$ cat src/rtl/core/ifx_pkg.sv
`timescale 1ns / 1ps

package ifx_pkg;

    localparam int STACK_DEPTH = 16;
    localparam int VALUE_BITS  = 32;

    localparam int IDX_W   = (STACK_DEPTH > 1) ? $clog2(STACK_DEPTH) : 1;
    localparam int CNT_W   = $clog2(STACK_DEPTH + 1);
    localparam int ENTRY_W = 3;

    localparam int S_TDATA_W = 40;
    localparam int S_TUSER_W = 3;
    localparam int M_TDATA_W = 40;
    localparam int M_TUSER_W = 2;

    localparam logic [31:0] VALUE_MASK = (VALUE_BITS >= 32) ? 32'hFFFF_FFFF :
                                         32'((64'd1 << VALUE_BITS) - 64'd1);

    localparam logic [2:0] ACT_OPERAND = 3'd0;
    localparam logic [2:0] ACT_OPERATOR = 3'd1;
    localparam logic [2:0] ACT_OPEN = 3'd2;
    localparam logic [2:0] ACT_CLOSE = 3'd3;
    localparam logic [2:0] ACT_END = 3'd4;

    localparam logic [ENTRY_W-1:0] OPENER_CODE = 3'd4;

    localparam logic [1:0] KIND_OPERAND = 2'd0;
    localparam logic [1:0] KIND_OPERATOR = 2'd1;
    localparam logic [1:0] KIND_ERROR = 2'd2;

    localparam logic [1:0] ERR_OVERFLOW = 2'd0;
    localparam logic [1:0] ERR_UNMATCHED_CLOSE = 2'd1;
    localparam logic [1:0] ERR_UNMATCHED_OPEN = 2'd2;

    typedef struct packed {
        logic [1:0]  kind;
        logic [31:0] value;
        logic [1:0]  op;
        logic [1:0]  err;
    } res_t;

    typedef struct packed {
        logic push;
        logic done;
    } out_ctrl_t;

endpackage

$ cat src/rtl/core/ifx_ram.sv
`timescale 1ns / 1ps

module ifx_ram #(
    parameter int WIDTH = 8,
    parameter int DEPTH = 16,
    localparam int AW = (DEPTH > 1) ? $clog2(DEPTH) : 1
) (
    input  logic             aclk,
    input  logic             we,
    input  logic [AW-1:0]    waddr,
    input  logic [WIDTH-1:0] wdata,
    input  logic [AW-1:0]    raddr,
    output logic [WIDTH-1:0] rdata
);

    logic [WIDTH-1:0] mem [DEPTH];

    always_ff @(posedge aclk) begin
        if (we) begin
            mem[waddr] <= wdata;
        end
        rdata <= mem[raddr];
    end

endmodule

$ cat src/rtl/core/ifx_seq.sv
`timescale 1ns / 1ps

module ifx_seq (
    input  logic                                aclk,
    input  logic                                aresetn,
    input  logic                                s_tvalid,
    output logic                                s_tready,
    input  logic [ifx_pkg::S_TDATA_W-1:0]       s_tdata,
    input  logic [ifx_pkg::S_TUSER_W-1:0]       s_tuser,
    input  logic                                room,
    output ifx_pkg::out_ctrl_t                  ctrl,
    output ifx_pkg::res_t                       res,
    output logic                                ram_we,
    output logic [ifx_pkg::IDX_W-1:0]           ram_waddr,
    output logic [ifx_pkg::ENTRY_W-1:0]         ram_wdata,
    output logic [ifx_pkg::IDX_W-1:0]           ram_raddr,
    input  logic [ifx_pkg::ENTRY_W-1:0]         ram_rdata
);

    typedef enum logic [4:0] {
        ST_IDLE   = 5'b00001,
        ST_POP    = 5'b00010,
        ST_PUSH   = 5'b00100,
        ST_EMIT   = 5'b01000,
        ST_FINISH = 5'b10000
    } state_t;

    state_t                      state_reg, state_next;
    logic [ifx_pkg::CNT_W-1:0]   count_reg, count_next;
    logic [2:0]                  act_reg, act_next;
    logic [1:0]                  opc_reg, opc_next;
    logic                        seen_reg, seen_next;
    ifx_pkg::res_t               emit_reg, emit_next;

    logic                        top_open;
    logic                        full;
    ifx_pkg::res_t               pop_res;

    assign top_open = (ram_rdata == ifx_pkg::OPENER_CODE);
    assign full     = (count_reg == ifx_pkg::CNT_W'(ifx_pkg::STACK_DEPTH));
    assign s_tready = (state_reg == ST_IDLE);

    always_comb begin
        pop_res.kind  = ifx_pkg::KIND_OPERATOR;
        pop_res.value = '0;
        pop_res.op    = ram_rdata[1:0];
        pop_res.err   = '0;
    end

    always_comb begin
        state_next = state_reg;
        count_next = count_reg;
        act_next   = act_reg;
        opc_next   = opc_reg;
        seen_next  = seen_reg;
        emit_next  = emit_reg;
        ctrl.push  = 1'b0;
        ctrl.done  = 1'b0;
        res        = emit_reg;
        ram_we     = 1'b0;
        ram_waddr  = count_reg[ifx_pkg::IDX_W-1:0];
        ram_wdata  = (act_reg == ifx_pkg::ACT_OPERATOR) ? {1'b0, opc_reg}
                                                        : ifx_pkg::OPENER_CODE;

        unique case (state_reg)
            ST_IDLE: begin
                if (s_tvalid) begin
                    act_next  = s_tuser;
                    opc_next  = s_tdata[33:32];
                    seen_next = 1'b0;
                    unique case (s_tuser)
                        ifx_pkg::ACT_OPERAND: begin
                            emit_next.kind  = ifx_pkg::KIND_OPERAND;
                            emit_next.value = s_tdata[31:0] & ifx_pkg::VALUE_MASK;
                            emit_next.op    = '0;
                            emit_next.err   = '0;
                            state_next      = ST_EMIT;
                        end
                        ifx_pkg::ACT_OPERATOR: begin
                            state_next = (count_reg != '0) ? ST_POP : ST_PUSH;
                        end
                        ifx_pkg::ACT_OPEN: begin
                            state_next = ST_PUSH;
                        end
                        ifx_pkg::ACT_CLOSE: begin
                            emit_next.kind  = ifx_pkg::KIND_ERROR;
                            emit_next.value = '0;
                            emit_next.op    = '0;
                            emit_next.err   = ifx_pkg::ERR_UNMATCHED_CLOSE;
                            state_next      = (count_reg != '0) ? ST_POP : ST_EMIT;
                        end
                        ifx_pkg::ACT_END: begin
                            emit_next.kind  = ifx_pkg::KIND_ERROR;
                            emit_next.value = '0;
                            emit_next.op    = '0;
                            emit_next.err   = ifx_pkg::ERR_UNMATCHED_OPEN;
                            state_next      = (count_reg != '0) ? ST_POP : ST_FINISH;
                        end
                        default: begin
                            state_next = ST_IDLE;
                        end
                    endcase
                end
            end
            ST_POP: begin
                res = pop_res;
                unique case (act_reg)
                    ifx_pkg::ACT_OPERATOR: begin
                        if (top_open || (ram_rdata[1] < opc_reg[1])) begin
                            state_next = ST_PUSH;
                        end else if (room) begin
                            ctrl.push  = 1'b1;
                            count_next = count_reg - 1'b1;
                            if (count_next == '0) begin
                                state_next = ST_PUSH;
                            end
                        end
                    end
                    ifx_pkg::ACT_CLOSE: begin
                        if (top_open) begin
                            count_next = count_reg - 1'b1;
                            state_next = ST_FINISH;
                        end else if (room) begin
                            ctrl.push  = 1'b1;
                            count_next = count_reg - 1'b1;
                            if (count_next == '0) begin
                                state_next = ST_EMIT;
                            end
                        end
                    end
                    default: begin
                        if (top_open) begin
                            seen_next  = 1'b1;
                            count_next = count_reg - 1'b1;
                        end else if (room) begin
                            ctrl.push  = 1'b1;
                            count_next = count_reg - 1'b1;
                        end
                        if (count_next == '0) begin
                            state_next = seen_next ? ST_EMIT : ST_FINISH;
                        end
                    end
                endcase
            end
            ST_PUSH: begin
                if (full) begin
                    emit_next.kind  = ifx_pkg::KIND_ERROR;
                    emit_next.value = '0;
                    emit_next.op    = '0;
                    emit_next.err   = ifx_pkg::ERR_OVERFLOW;
                    state_next      = ST_EMIT;
                end else begin
                    ram_we     = 1'b1;
                    count_next = count_reg + 1'b1;
                    state_next = ST_FINISH;
                end
            end
            ST_EMIT: begin
                if (room) begin
                    ctrl.push  = 1'b1;
                    state_next = ST_FINISH;
                end
            end
            ST_FINISH: begin
                if (room) begin
                    ctrl.done  = 1'b1;
                    state_next = ST_IDLE;
                end
            end
            default: begin
                state_next = ST_IDLE;
            end
        endcase
    end

    // Read the new top every cycle; after a push, FINISH rereads it before IDLE.
    assign ram_raddr = (count_next == '0) ? '0
                                          : ifx_pkg::IDX_W'(count_next - 1'b1);

    always_ff @(posedge aclk) begin
        if (!aresetn) begin
            state_reg <= ST_IDLE;
            count_reg <= '0;
            seen_reg  <= 1'b0;
        end else begin
            state_reg <= state_next;
            count_reg <= count_next;
            seen_reg  <= seen_next;
        end
    end

    always_ff @(posedge aclk) begin
        act_reg  <= act_next;
        opc_reg  <= opc_next;
        emit_reg <= emit_next;
    end

endmodule

$ cat src/rtl/core/ifx_out.sv
`timescale 1ns / 1ps

module ifx_out (
    input  logic                          aclk,
    input  logic                          aresetn,
    input  ifx_pkg::out_ctrl_t            ctrl,
    input  ifx_pkg::res_t                 res,
    output logic                          room,
    output logic                          m_tvalid,
    input  logic                          m_tready,
    output logic [ifx_pkg::M_TDATA_W-1:0] m_tdata,
    output logic [ifx_pkg::M_TUSER_W-1:0] m_tuser,
    output logic                          m_tlast
);

    logic          hold_valid_reg, hold_valid_next;
    ifx_pkg::res_t hold_reg, hold_next;
    logic          m_valid_reg, m_valid_next;
    ifx_pkg::res_t m_reg, m_next;
    logic          m_last_reg, m_last_next;
    logic          m_free;

    assign m_free = !m_valid_reg || m_tready;
    assign room   = !hold_valid_reg || m_free;

    always_comb begin
        hold_valid_next = hold_valid_reg;
        hold_next       = hold_reg;
        m_valid_next    = m_valid_reg && !m_tready;
        m_next          = m_reg;
        m_last_next     = m_last_reg;
        if (ctrl.push) begin
            if (hold_valid_reg) begin
                m_next       = hold_reg;
                m_last_next  = 1'b0;
                m_valid_next = 1'b1;
            end
            hold_next       = res;
            hold_valid_next = 1'b1;
        end else if (ctrl.done) begin
            if (hold_valid_reg) begin
                m_next       = hold_reg;
                m_last_next  = 1'b1;
                m_valid_next = 1'b1;
            end
            hold_valid_next = 1'b0;
        end
    end

    always_ff @(posedge aclk) begin
        if (!aresetn) begin
            hold_valid_reg <= 1'b0;
            m_valid_reg    <= 1'b0;
        end else begin
            hold_valid_reg <= hold_valid_next;
            m_valid_reg    <= m_valid_next;
        end
    end

    always_ff @(posedge aclk) begin
        hold_reg   <= hold_next;
        m_reg      <= m_next;
        m_last_reg <= m_last_next;
    end

    assign m_tvalid = m_valid_reg;
    assign m_tdata  = {4'b0000, m_reg.err, m_reg.op, m_reg.value};
    assign m_tuser  = m_reg.kind;
    assign m_tlast  = m_last_reg;

endmodule

$ cat src/rtl/core/infix_to_postfix_converter.sv
`timescale 1ns / 1ps

// Shunting-yard infix to postfix converter. Each input transaction is one classified
// token; the operator stack lives in a single RAM with one read and one write port, and
// each result leaves through a one-entry hold stage ahead of the output register so the
// final result of a token can carry tlast. One token is processed at a time: an operator
// examines stacked entries, and a closer or end marker pops them, one top entry per cycle
// as the stack RAM delivers it unless output back-pressure stalls the pop; back-pressure
// can stall any token. Undefined actions are dropped. No clearing pass is needed after reset.
module infix_to_postfix_converter (
    input  logic        aclk,
    input  logic        aresetn,
    input  logic        s_tvalid,
    output logic        s_tready,
    input  logic [39:0] s_tdata,   // operand_value[31:0], operator_code[33:32], zero pad
    input  logic [2:0]  s_tuser,   // action[2:0]
    output logic        m_tvalid,
    input  logic        m_tready,
    output logic [39:0] m_tdata,   // token_value[31:0], token_operator[33:32],
                                   // error_code[35:34], zero pad
    output logic [1:0]  m_tuser,   // token_kind[1:0]
    output logic        m_tlast    // last_of_run
);

    ifx_pkg::out_ctrl_t              ctrl;
    ifx_pkg::res_t                   res;
    logic                            room;
    logic                            ram_we;
    logic [ifx_pkg::IDX_W-1:0]       ram_waddr;
    logic [ifx_pkg::ENTRY_W-1:0]     ram_wdata;
    logic [ifx_pkg::IDX_W-1:0]       ram_raddr;
    logic [ifx_pkg::ENTRY_W-1:0]     ram_rdata;

    ifx_ram #(
        .WIDTH(ifx_pkg::ENTRY_W),
        .DEPTH(ifx_pkg::STACK_DEPTH)
    ) u_stack (
        .aclk (aclk),
        .we   (ram_we),
        .waddr(ram_waddr),
        .wdata(ram_wdata),
        .raddr(ram_raddr),
        .rdata(ram_rdata)
    );

    ifx_seq u_seq (
        .aclk     (aclk),
        .aresetn  (aresetn),
        .s_tvalid (s_tvalid),
        .s_tready (s_tready),
        .s_tdata  (s_tdata),
        .s_tuser  (s_tuser),
        .room     (room),
        .ctrl     (ctrl),
        .res      (res),
        .ram_we   (ram_we),
        .ram_waddr(ram_waddr),
        .ram_wdata(ram_wdata),
        .ram_raddr(ram_raddr),
        .ram_rdata(ram_rdata)
    );

    ifx_out u_out (
        .aclk    (aclk),
        .aresetn (aresetn),
        .ctrl    (ctrl),
        .res     (res),
        .room    (room),
        .m_tvalid(m_tvalid),
        .m_tready(m_tready),
        .m_tdata (m_tdata),
        .m_tuser (m_tuser),
        .m_tlast (m_tlast)
    );

endmodule

$ cat config.mk
export PLATFORM = sky130hd
export DESIGN_NAME = infix_to_postfix_converter
export DESIGN_NICKNAME = d
export VERILOG_FILES = /design/src/rtl/core/ifx_pkg.sv /design/src/rtl/core/ifx_ram.sv /design/src/rtl/core/ifx_seq.sv /design/src/rtl/core/ifx_out.sv /design/src/rtl/core/infix_to_postfix_converter.sv
export SDC_FILE = /design/constraint.sdc
export NUM_CORES = 1
export LEC_CHECK = 0
export BUFFER_PORTS_ARGS = -buffer_cell sky130_fd_sc_hd__buf_2
export CAP_MARGIN = 30
export CORE_ASPECT_RATIO = 1.25
export CORE_MARGIN = 5
export CORE_UTILIZATION = 55
export DETAILED_ROUTE_END_ITERATION = 10
export PLACE_DENSITY = 0.76
export RECOVER_POWER = 100
export SLEW_MARGIN = 10
export SYNTH_ARGS = -nofsm -noshare
export SYNTH_HDL_FRONTEND = slang
export SYNTH_HIERARCHICAL = 1
export SYNTH_SLANG_ARGS = --single-unit
$ cat constraint.sdc
create_clock -name aclk -period 15.74 [get_ports aclk]
set_clock_uncertainty 0.2 [all_clocks]
set_input_delay 0 -clock aclk [delete_from_list [all_inputs] [get_ports aclk]]
set_output_delay 0 -clock aclk [all_outputs]
set_load 0.05 [all_outputs]
==> flow_metrics.tcl, run 1 <==
set metrics [dict create \
    reg2regPathDepth 9 \
    max_freq_ghz 0.1464 \
    arrival_ns 7.00 \
    grt_max_degree 43 \
    setup_tns_ns 0 \
    die_area_mm2 0.01632 \
    cts_buffer_depth 2 \
    cts_inserted_buffers 17 \
    cp_max_fo 42 \
    vdd_drop_max_uv 84.19 \
    finalInstanceArea_mm2 0.009059 \
    final_nets 689 \
    dp_hpwl_mm 9.871 \
    async_flop_share_pct 0 \
    ys_seq_elements 181 \
    clkSinkCount 181 \
    postSynthCellCount 514 \
    synthTopCellsByArea "edfxtp_1 65%, and2_1 5.8%, dfxtp_1 4.2%" \
    grt_pass1_wl_mm 23.59 \
    crit_path_start_kind "flop" \
    min_period_over_period_pct 43.40 \
    yosys.area.top_type "edfxtp_1" \
    place_area_mm2 0.008115 \
    core_area_mm2 0.01369 \
    r2r_end "u_out/m_tvalid" \
    avgSynthCellArea_um2 14.82 \
    grt_pass1_vias 4681 \
    startpoint "u_seq/state_reg[2]" \
    critPathRequiredTime_ns 15.91 \
    leakage_nw 3.097 \
    dp_cells 750 \
    route.detailed.drc 0 \
    gp_congestion 0.8965 \
    port_buffers 81 \
    r2r_start "u_seq/state_reg[2]" \
    status "complete, but fails checks" \
    dieHeight_um 141.6 \
    failed_checks "capacitance limit, slew limit" \
    end_kind "flop" \
    layout_setup_ws_ns 8.908 \
    globalRouteOverflowTotal 0 \
    drive_above_1_share_pct 14.44 \
    cts_root_buffer "clkbuf_16" \
    initial_core_util_pct 55.62 \
    h-tree-depth 4 \
    p_clk_share_pct 31.8 \
    period_needed_ns 6.832 \
    yosys.area.top_type_share_pct 65.06 \
    holdBufCountCts 42 \
    finalHoldViolCount 0 \
    fillCellCount 994 \
    boundaryPins 92 \
    post_cts_buffers 0 \
    power.internal_uw 939.7 \
    yosysWarnings 6 \
    crit_end "u_out/m_tvalid" \
    wirelength_mm 15.06 \
    cts-resized-gates 0 \
    pwr-share-seq_pct 44.6 \
    wire_per_inst_um 18.23 \
    path_buf_inv 3 \
    drtPass1Iterations 5 \
    finalNonFillerCells 826 \
    drt_iter0_markers 249 \
    clkTransAtPathRegs_ns 0.08 \
    worst_pin_slew_ns 2.200 \
    largest_reg_flops 48 \
    synth.most_common_cell "edfxtp_1" \
    cp_num_cells 9 \
    cts_tree "yes" \
    p_switching_uw 427.4 \
    grt.total_usage_pct 18.91 \
    yosysSeqAreaShare_pct 69.26 \
    p_comb_share_pct 23.6 \
    power_density_mw_per_mm2 150.9 \
    report.final.slew_viol_count 118 \
    relSlewSlack_pct -46.65 \
    slowest_stage "clkbuf_1" \
    synthDistinctLibCells 76 \
    cpPeakStageDelay_ns 1.57 \
    dpl_worst_slack_ns 11.23 \
    crit_chain "nor3_1 > nand2_1 > inv_1 > o21ai_0 > a21boi_4 > clkbuf_1 > o21a_1 > o21a_1 > dlygate4sd3_1" \
    synth-edff-count 165 \
    synth_top_flop_cell "edfxtp_1" \
    p_sw_share_pct 31.26 \
    ant_nets 0 \
    antenna_found_initial 0 \
    clk_latency_ns 0.43 \
    vias_per_cell 5.662 \
    syn_to_final_growth_pct 18.94 \
    hold_class "in -> reg" \
    setup_violations 0 \
    syn-cell-area_mm2 0.007616 \
    crit_family "buffers and inverters" \
    die_w_um 115.3 \
    critPathMostFrequentCell "o21a_1" \
    drv_cap 3 \
    r2r_setup_slack_ns 8.91 \
    synth_commonest_cells "165 x edfxtp_1, 71 x and2_1, 36 x nor2_1" \
    diodes 0 \
    rows 48 \
    via_count 4677 \
    rsz0062_at_grt "no" \
    path_class "reg -> reg" \
]
==> cell usage in the layout, fill, tap and decap left out, types with 8 or more instances in the layout <==
cell,n
a21oi_1,11
and2_0,45
and2_1,26
buf_2,37
clkbuf_1,48
clkbuf_16,17
clkinv_8,8
dfxtp_1,16
dlygate4sd3_1,42
edfxtp_1,165
inv_1,17
mux4_1,8
nand2_1,17
nand2b_1,8
nand3_1,18
nor2_1,36
nor3_1,12
o21ai_0,11
==> how the worst min path moves through the flow <==
stage / start / end / slack, ns / cells past startpoint
after floorplan: aresetn / u_seq/state_reg[0] / -0.11 / 1
after global placement: s_tdata[32] / u_seq/opc_reg[0] / -0.02 / 1
after detailed placement: s_tdata[32] / u_seq/opc_reg[0] / -0.01 / 1
after CTS: s_tdata[32] / u_seq/opc_reg[0] / 0.09 / 2
after global routing: s_tdata[32] / u_seq/opc_reg[0] / 0.09 / 2
final: s_tdata[32] / u_seq/opc_reg[0] / 0.09 / 2
==> kinds of logic after synthesis <==
kind of cell / synth area share (%)
flops: 69.26
mux: 4.271
buf+inv: 3.088
xor+xnor: 0.2300
fa+ha+maj: 0.6572
compound gates: 6.801
simple gates: 15.64
other cells: 0.04924
==> cell type report <==
type,instances,area (um^2),area share [%]
inverter,17,63.81,0.7044
sequential,181,5275,58.23
clock inverter,15,216.5,2.390
timing repair buffer,128,793.3,8.757
clock buffer,17,425.4,4.696
multi-input combinational,293,2066,22.80
tap,175,219.0,2.417
==> worst register-to-register path, cell delays in order, from the launching register on <==
cell and delay [ns]:
dfxtp_1 0.45, nor3_1 0.48, nand2_1 0.79, inv_1 0.63, o21ai_0 0.28, a21boi_4 0.19, clkbuf_1 1.57, o21a_1 1.45
o21a_1 0.19, dlygate4sd3_1 0.55
==> layer usage <==
metal	routed length, um	global-route usage [%]	vias up
li1	-	-	2184
met1	5902	22.37	2295
met2	7924	33.20	169
met3	924	4.352	29
met4	310	7.417	0
met5	0	0	-
==> power by group through the flow <==
stage               Combinational (mW)  Clock, mW  Sequential [mW]
floorplan                        0.270          0            0.603
global placement                 0.308          0            0.616
detailed placement               0.322          0            0.620
CTS                              0.334      0.443            0.608
global route                     0.349      0.466            0.614
finish                           0.322      0.435            0.609
==> per-stage QoR <==
step / power, mW / util [%] / hold WS, ns
floorplan: 0.8730 / - / -0.1111
global placement: 0.9244 / 59.21 / -0.02032
detailed placement: 0.9415 / 59.27 / -0.01454
CTS: 1.386 / 67.02 / 0.08532
global route: 1.429 / 66.16 / 0.08631
finish: 1.367 / 66.16 / 0.09095
Note: power is estimated with default switching activity, not from simulation.
==> run 2, diff against run 1 <==
Settings changed: CORE_UTILIZATION 55 to 52, PLACE_DENSITY 0.76 to 0.75.
Clock period 15.74 ns to 6 ns, I/O delays scaled along.
==> flow_metrics.tcl, run 2 (synthesis results as in run 1) <==
set metrics [dict create \
    via_count 4482 \
    vias_per_cell 5.413 \
    final_common_cell "edfxtp_1" \
    failed_checks "capacitance limit, slew limit" \
    layout_common_cells "165 x edfxtp_1, 46 x clkbuf_1, 41 x dlygate4sd3_1" \
    leakage_nw 3.082 \
    critPathRequiredTime_ns 6.11 \
    diodes 0 \
    drtPass1Iterations 4 \
    cts_tree "yes" \
    ant_nets 0 \
    slowest_stage "nand2_1" \
    gp_congestion 0.8839 \
    worst_pin_slew_ns 1.552 \
    arrival_ns 5.11 \
    cts_root_buffer "clkbuf_16" \
    r2r_end "u_stack/rdata[2]" \
    grt_max_degree 43 \
    grt.total_usage_pct 16.83 \
    grt_pass1_wl_mm 22.87 \
    setup_violations 0 \
    cp_max_fo 42 \
    max_freq_ghz 0.1997 \
    route.detailed.drc 0 \
    r2r_start "u_seq/state_reg[2]" \
    clkTransAtPathRegs_ns 0.07 \
    cts_buffer_depth 2 \
    port_buffers 81 \
    final_nets 689 \
    rows 49 \
    clkSinkCount 181 \
    wirelength_mm 14.25 \
    use_met2_pct 28.04 \
    initial_core_util_pct 52.86 \
    finalHoldViolCount 0 \
    crit_chain "nor3_1 > nand2_1 > inv_2 > a311oi_1 > a221oi_2 > inv_1 > ha_1 > and3_1 > a21oi_1 > buf_4 > mux4_1 > a22oi_1 > nand3_1" \
    period_needed_ns 5.007 \
    largest_reg_flops 48 \
    setup_tns_ns 0 \
    clk_latency_ns 0.43 \
    fillCellCount 1071 \
    cts_inserted_buffers 17 \
    holdPathStages 2 \
    drive_above_1_share_pct 15.08 \
    cpPeakStageDelay_ns 0.80 \
    vdd_drop_max_uv 234.2 \
    syn_to_final_growth_pct 18.22 \
    finalInstanceArea_mm2 0.009004 \
    place_area_mm2 0.008119 \
    core_area_mm2 0.01441 \
    hold_class "in -> reg" \
    post_cts_buffers 0 \
    use_met3_pct 5.800 \
    min_period_over_period_pct 83.46 \
    end_kind "flop" \
    globalRouteOverflowTotal 0 \
    status "complete, but fails checks" \
    report.final.slew_viol_count 36 \
    die_w_um 118.2 \
    crit_path_start_kind "flop" \
    worstHoldStart "s_tdata[32]" \
    reg2regPathDepth 13 \
    p_total_mw 3.475 \
    drv_cap 1 \
    rsz0062_at_grt "no" \
    worstHoldEndpoint "u_seq/opc_reg[0]" \
    wire_per_inst_um 17.21 \
    r2r_setup_slack_ns 0.99 \
    dp_hpwl_mm 9.548 \
    h-tree-depth 4 \
    path_class "reg -> reg" \
    die_area_mm2 0.01718 \
    drt_iter0_markers 419 \
    power_density_mw_per_mm2 386.0 \
    boundaryPins 92 \
    antenna_found_initial 0 \
    dieHeight_um 145.3 \
    globalRoute.busiestLayer "met2" \
    met1_usage_pct 20.35 \
    relSlewSlack_pct -3.479 \
    grt_pass1_vias 4475 \
]
[run 2: cell types whose count changed in the layout (fill, tap and decap cells not counted), moves of 3 or more]
cell and delta:
inv_8 +3, inv_6 +4, and2_1 +5, and2_0 -5
clkinv_8 -7, inv_12 -3
[run 2: critical path, delay by kind of cell (launching register included)]
family	cells	cell delay [ns]
AND/OR/NAND/NOR	4	1.52
AO/OA/AOI/OAI	4	1.01
buffers and inverters	3	0.87
multiplexers	1	0.60
flip-flops	1	0.44
adder cells (fa/ha/maj)	1	0.25
[run 2: worst max path at each step]
stage,start,endpoint,slack (ns)
after global routing,u_seq/state_reg[2],u_stack/rdata[2],0.62
after CTS,u_seq/count_reg[0],u_stack/rdata[2],1.51
final,u_seq/state_reg[2],u_stack/rdata[2],0.99
after global placement,u_seq/count_reg[0],u_stack/rdata[2],1.63
after floorplan,u_seq/state_reg[0],u_out/m_tdata[0],0.22
after detailed placement,u_seq/count_reg[0],u_stack/rdata[2],1.55
[run 2: final cells by class]
type                    count  area (um^2)  share of cell area [%]
repair buffers            128        795.8                   8.838
well taps                 178        222.7                   2.474
multi-input cells         293         2090                   23.21
clock inverters            14        131.4                   1.459
flip-flops and latches    181         5275                   58.59
inverters                  17        63.81                  0.7087
clock buffers              17        425.4                   4.725
[run 2: through the flow]
step / util, % / setup WS [ns] / hold WS [ns] / std cells
after floorplan: - / 0.2182 / -0.1111 / 517
after global placement: 56.35 / 1.632 / -0.01730 / 753
after detailed placement: 56.35 / 1.547 / -0.01892 / 753
after CTS: 63.07 / 1.512 / 0.06593 / 825
after global routing: 62.49 / 0.6248 / 0.07041 / 828
final: 62.49 / 0.9925 / 0.08935 / 828
[run 2: where the power goes]
group | internal, mW | total (mW) | switching (mW) | leakage, nW
sequential | 1.52 | 1.59 | 0.0749 | 1.63
combinational | 0.374 | 0.843 | 0.469 | 1.17
clock | 0.548 | 1.04 | 0.489 | 0.277
total | 2.44 | 3.47 | 1.03 | 3.08
[run 2: metal layers]
layer	vias up	part of all wire (%)
met5	-	0
li1	2172	-
met2	116	52
met3	16	5.3
met4	0	1.3
met1	2178	41
[run 2: repair_timing]
item / 4_1_cts / 5_1_grt
gates resized for setup: 0 / 0
hold buffers: 41 / 0
endpoints found under the hold margin: 57 / 0
==> run 3, diff against run 2 <==
Settings changed: CORE_UTILIZATION 52 to 55, PLACE_DENSITY 0.75 to 0.76.
Clock period 6 ns to 4.85 ns, I/O delays scaled along.
==> flow_metrics.tcl, run 3 (synthesis results as in run 1) <==
set metrics [dict create \
    globalRouteOverflowTotal 0 \
    layout_common_cells "165 x edfxtp_1, 48 x clkbuf_1, 44 x and2_0" \
    dp_hpwl_mm 9.828 \
    route.met3.wl_um 822 \
    m1WireLength_mm 5.998 \
    die_w_um 115.3 \
    initial_core_util_pct 55.62 \
    finalNonFillerCells 830 \
    finalHoldViolCount 0 \
    rsz0062_at_grt "no" \
    route.detailed.drc 0 \
    post_cts_buffers 0 \
    holdBufCountCts 42 \
    worstHoldStart "s_tdata[32]" \
    h-tree-depth 4 \
    hold_class "in -> reg" \
    status "complete, but fails checks" \
    vdd_drop_max_uv 255.5 \
    syn_to_final_growth_pct 19.68 \
    path_class "reg -> reg" \
    arrival_ns 4.37 \
    die_area_mm2 0.01632 \
    failed_checks "capacitance limit, slew limit" \
    end_kind "flop" \
    worstHoldEndpoint "u_seq/opc_reg[0]" \
    max_freq_ghz 0.2345 \
    core_area_mm2 0.01369 \
    p_total_mw 4.430 \
    boundaryPins 92 \
    cts_inserted_buffers 17 \
    grt_pass1_wl_mm 23.60 \
    drt_iter0_markers 279 \
    finish.utilization_pct 66.57 \
    worst_pin_slew_ns 2.087 \
    r2r_setup_slack_ns 0.59 \
    reg2regPathDepth 12 \
    final_common_cell "edfxtp_1" \
    largest_reg_flops 48 \
    diodes 0 \
    drv_cap 3 \
    wirelength_mm 14.88 \
    drive_above_1_share_pct 15.88 \
    wl_met2_mm 7.749 \
    via_count 4622 \
    grt_max_degree 42 \
    place_area_mm2 0.008145 \
    cts_tree "yes" \
    clkSinkCount 181 \
    layout_setup_ws_ns 0.5862 \
    finalInstanceArea_mm2 0.009115 \
    setup_violations 0 \
    grt.total_usage_pct 18.97 \
    whs_ns 0.09073 \
    dp_cells 754 \
    ant_nets 0 \
    leakage_nw 3.125 \
    min_period_over_period_pct 87.91 \
    vias_per_cell 5.569 \
    report.final.slew_viol_count 117 \
    dieHeight_um 141.6 \
    cp_max_fo 12 \
    relSlewSlack_pct -39.16 \
    drtPass1Iterations 5 \
    cts-resized-gates 0 \
    final_nets 693 \
    cts_root_buffer "clkbuf_16" \
    port_buffers 81 \
    clkTransAtPathRegs_ns 0.07 \
    period_needed_ns 4.264 \
    power_density_mw_per_mm2 486.0 \
    rows 48 \
    fillCellCount 961 \
    critPathRequiredTime_ns 4.95 \
    grt_pass1_vias 4610 \
    dpl_worst_slack_ns 0.7323 \
    r2r_end "u_stack/rdata[2]" \
    cts_buffer_depth 2 \
    setup_tns_ns 0 \
    multi_input_area_mm2 0.002113 \
    clk_latency_ns 0.43 \
    seqCellArea_mm2 0.005275 \
    holdPathStages 2 \
    routed.top_layer "met4" \
    r2r_start "u_seq/state_reg[4]" \
    gp_congestion 0.8686 \
    wire_per_inst_um 17.92 \
    antenna_found_initial 0 \
    crit_path_start_kind "flop" \
]
[run 3: how the worst max path moves through the flow]
stage / startpoint / end / slack [ns] / depth (start not counted)
after floorplan: u_seq/state_reg[0] / u_out/m_tdata[0] / 0.13 / 7
after global placement: u_seq/state_reg[4] / u_stack/rdata[0] / 0.78 / 12
after detailed placement: u_seq/state_reg[4] / u_stack/rdata[2] / 0.73 / 12
after CTS: u_seq/state_reg[4] / u_stack/rdata[2] / 0.69 / 12
after global routing: u_seq/act_reg[2] / u_stack/rdata[2] / 0.24 / 14
final: u_seq/state_reg[4] / u_stack/rdata[2] / 0.59 / 12
[run 3: worst max-delay path, cell delays in order (launching register included)]
cell and delay [ns]:
dfxtp_1 0.40, or4_1 0.71, nor3_4 0.36, a311oi_1 0.11, a221oi_2 0.45, inv_1 0.11
ha_1 0.25, and3_1 0.16, a21oi_1 0.13, buf_4 0.26, mux4_1 0.60, a22oi_1 0.27
nand3_1 0.11
[run 3: area by class of cell]
cell class / instances / area share (%)
repair buffers: 132 / 9.032
flip-flops and latches: 181 / 57.87
clock buffers: 17 / 4.667
multi-input cells: 293 / 23.18
well taps: 175 / 2.402
clock inverters: 15 / 2.141
inverters: 17 / 0.7001
[run 3: report_power, final]
group | switching (mW) | total, mW | internal, mW
logic | 0.615 | 1.08 | 0.468
registers | 0.0842 | 1.97 | 1.88
clock network | 0.674 | 1.38 | 0.707
total | 1.37 | 4.43 | 3.06
[run 3: layer usage]
layer	vias to the layer above	global-route usage [%]
li1	2183	-
met2	125	32.62
met4	0	6.737
met5	-	0
met3	27	3.840
met1	2287	23.79
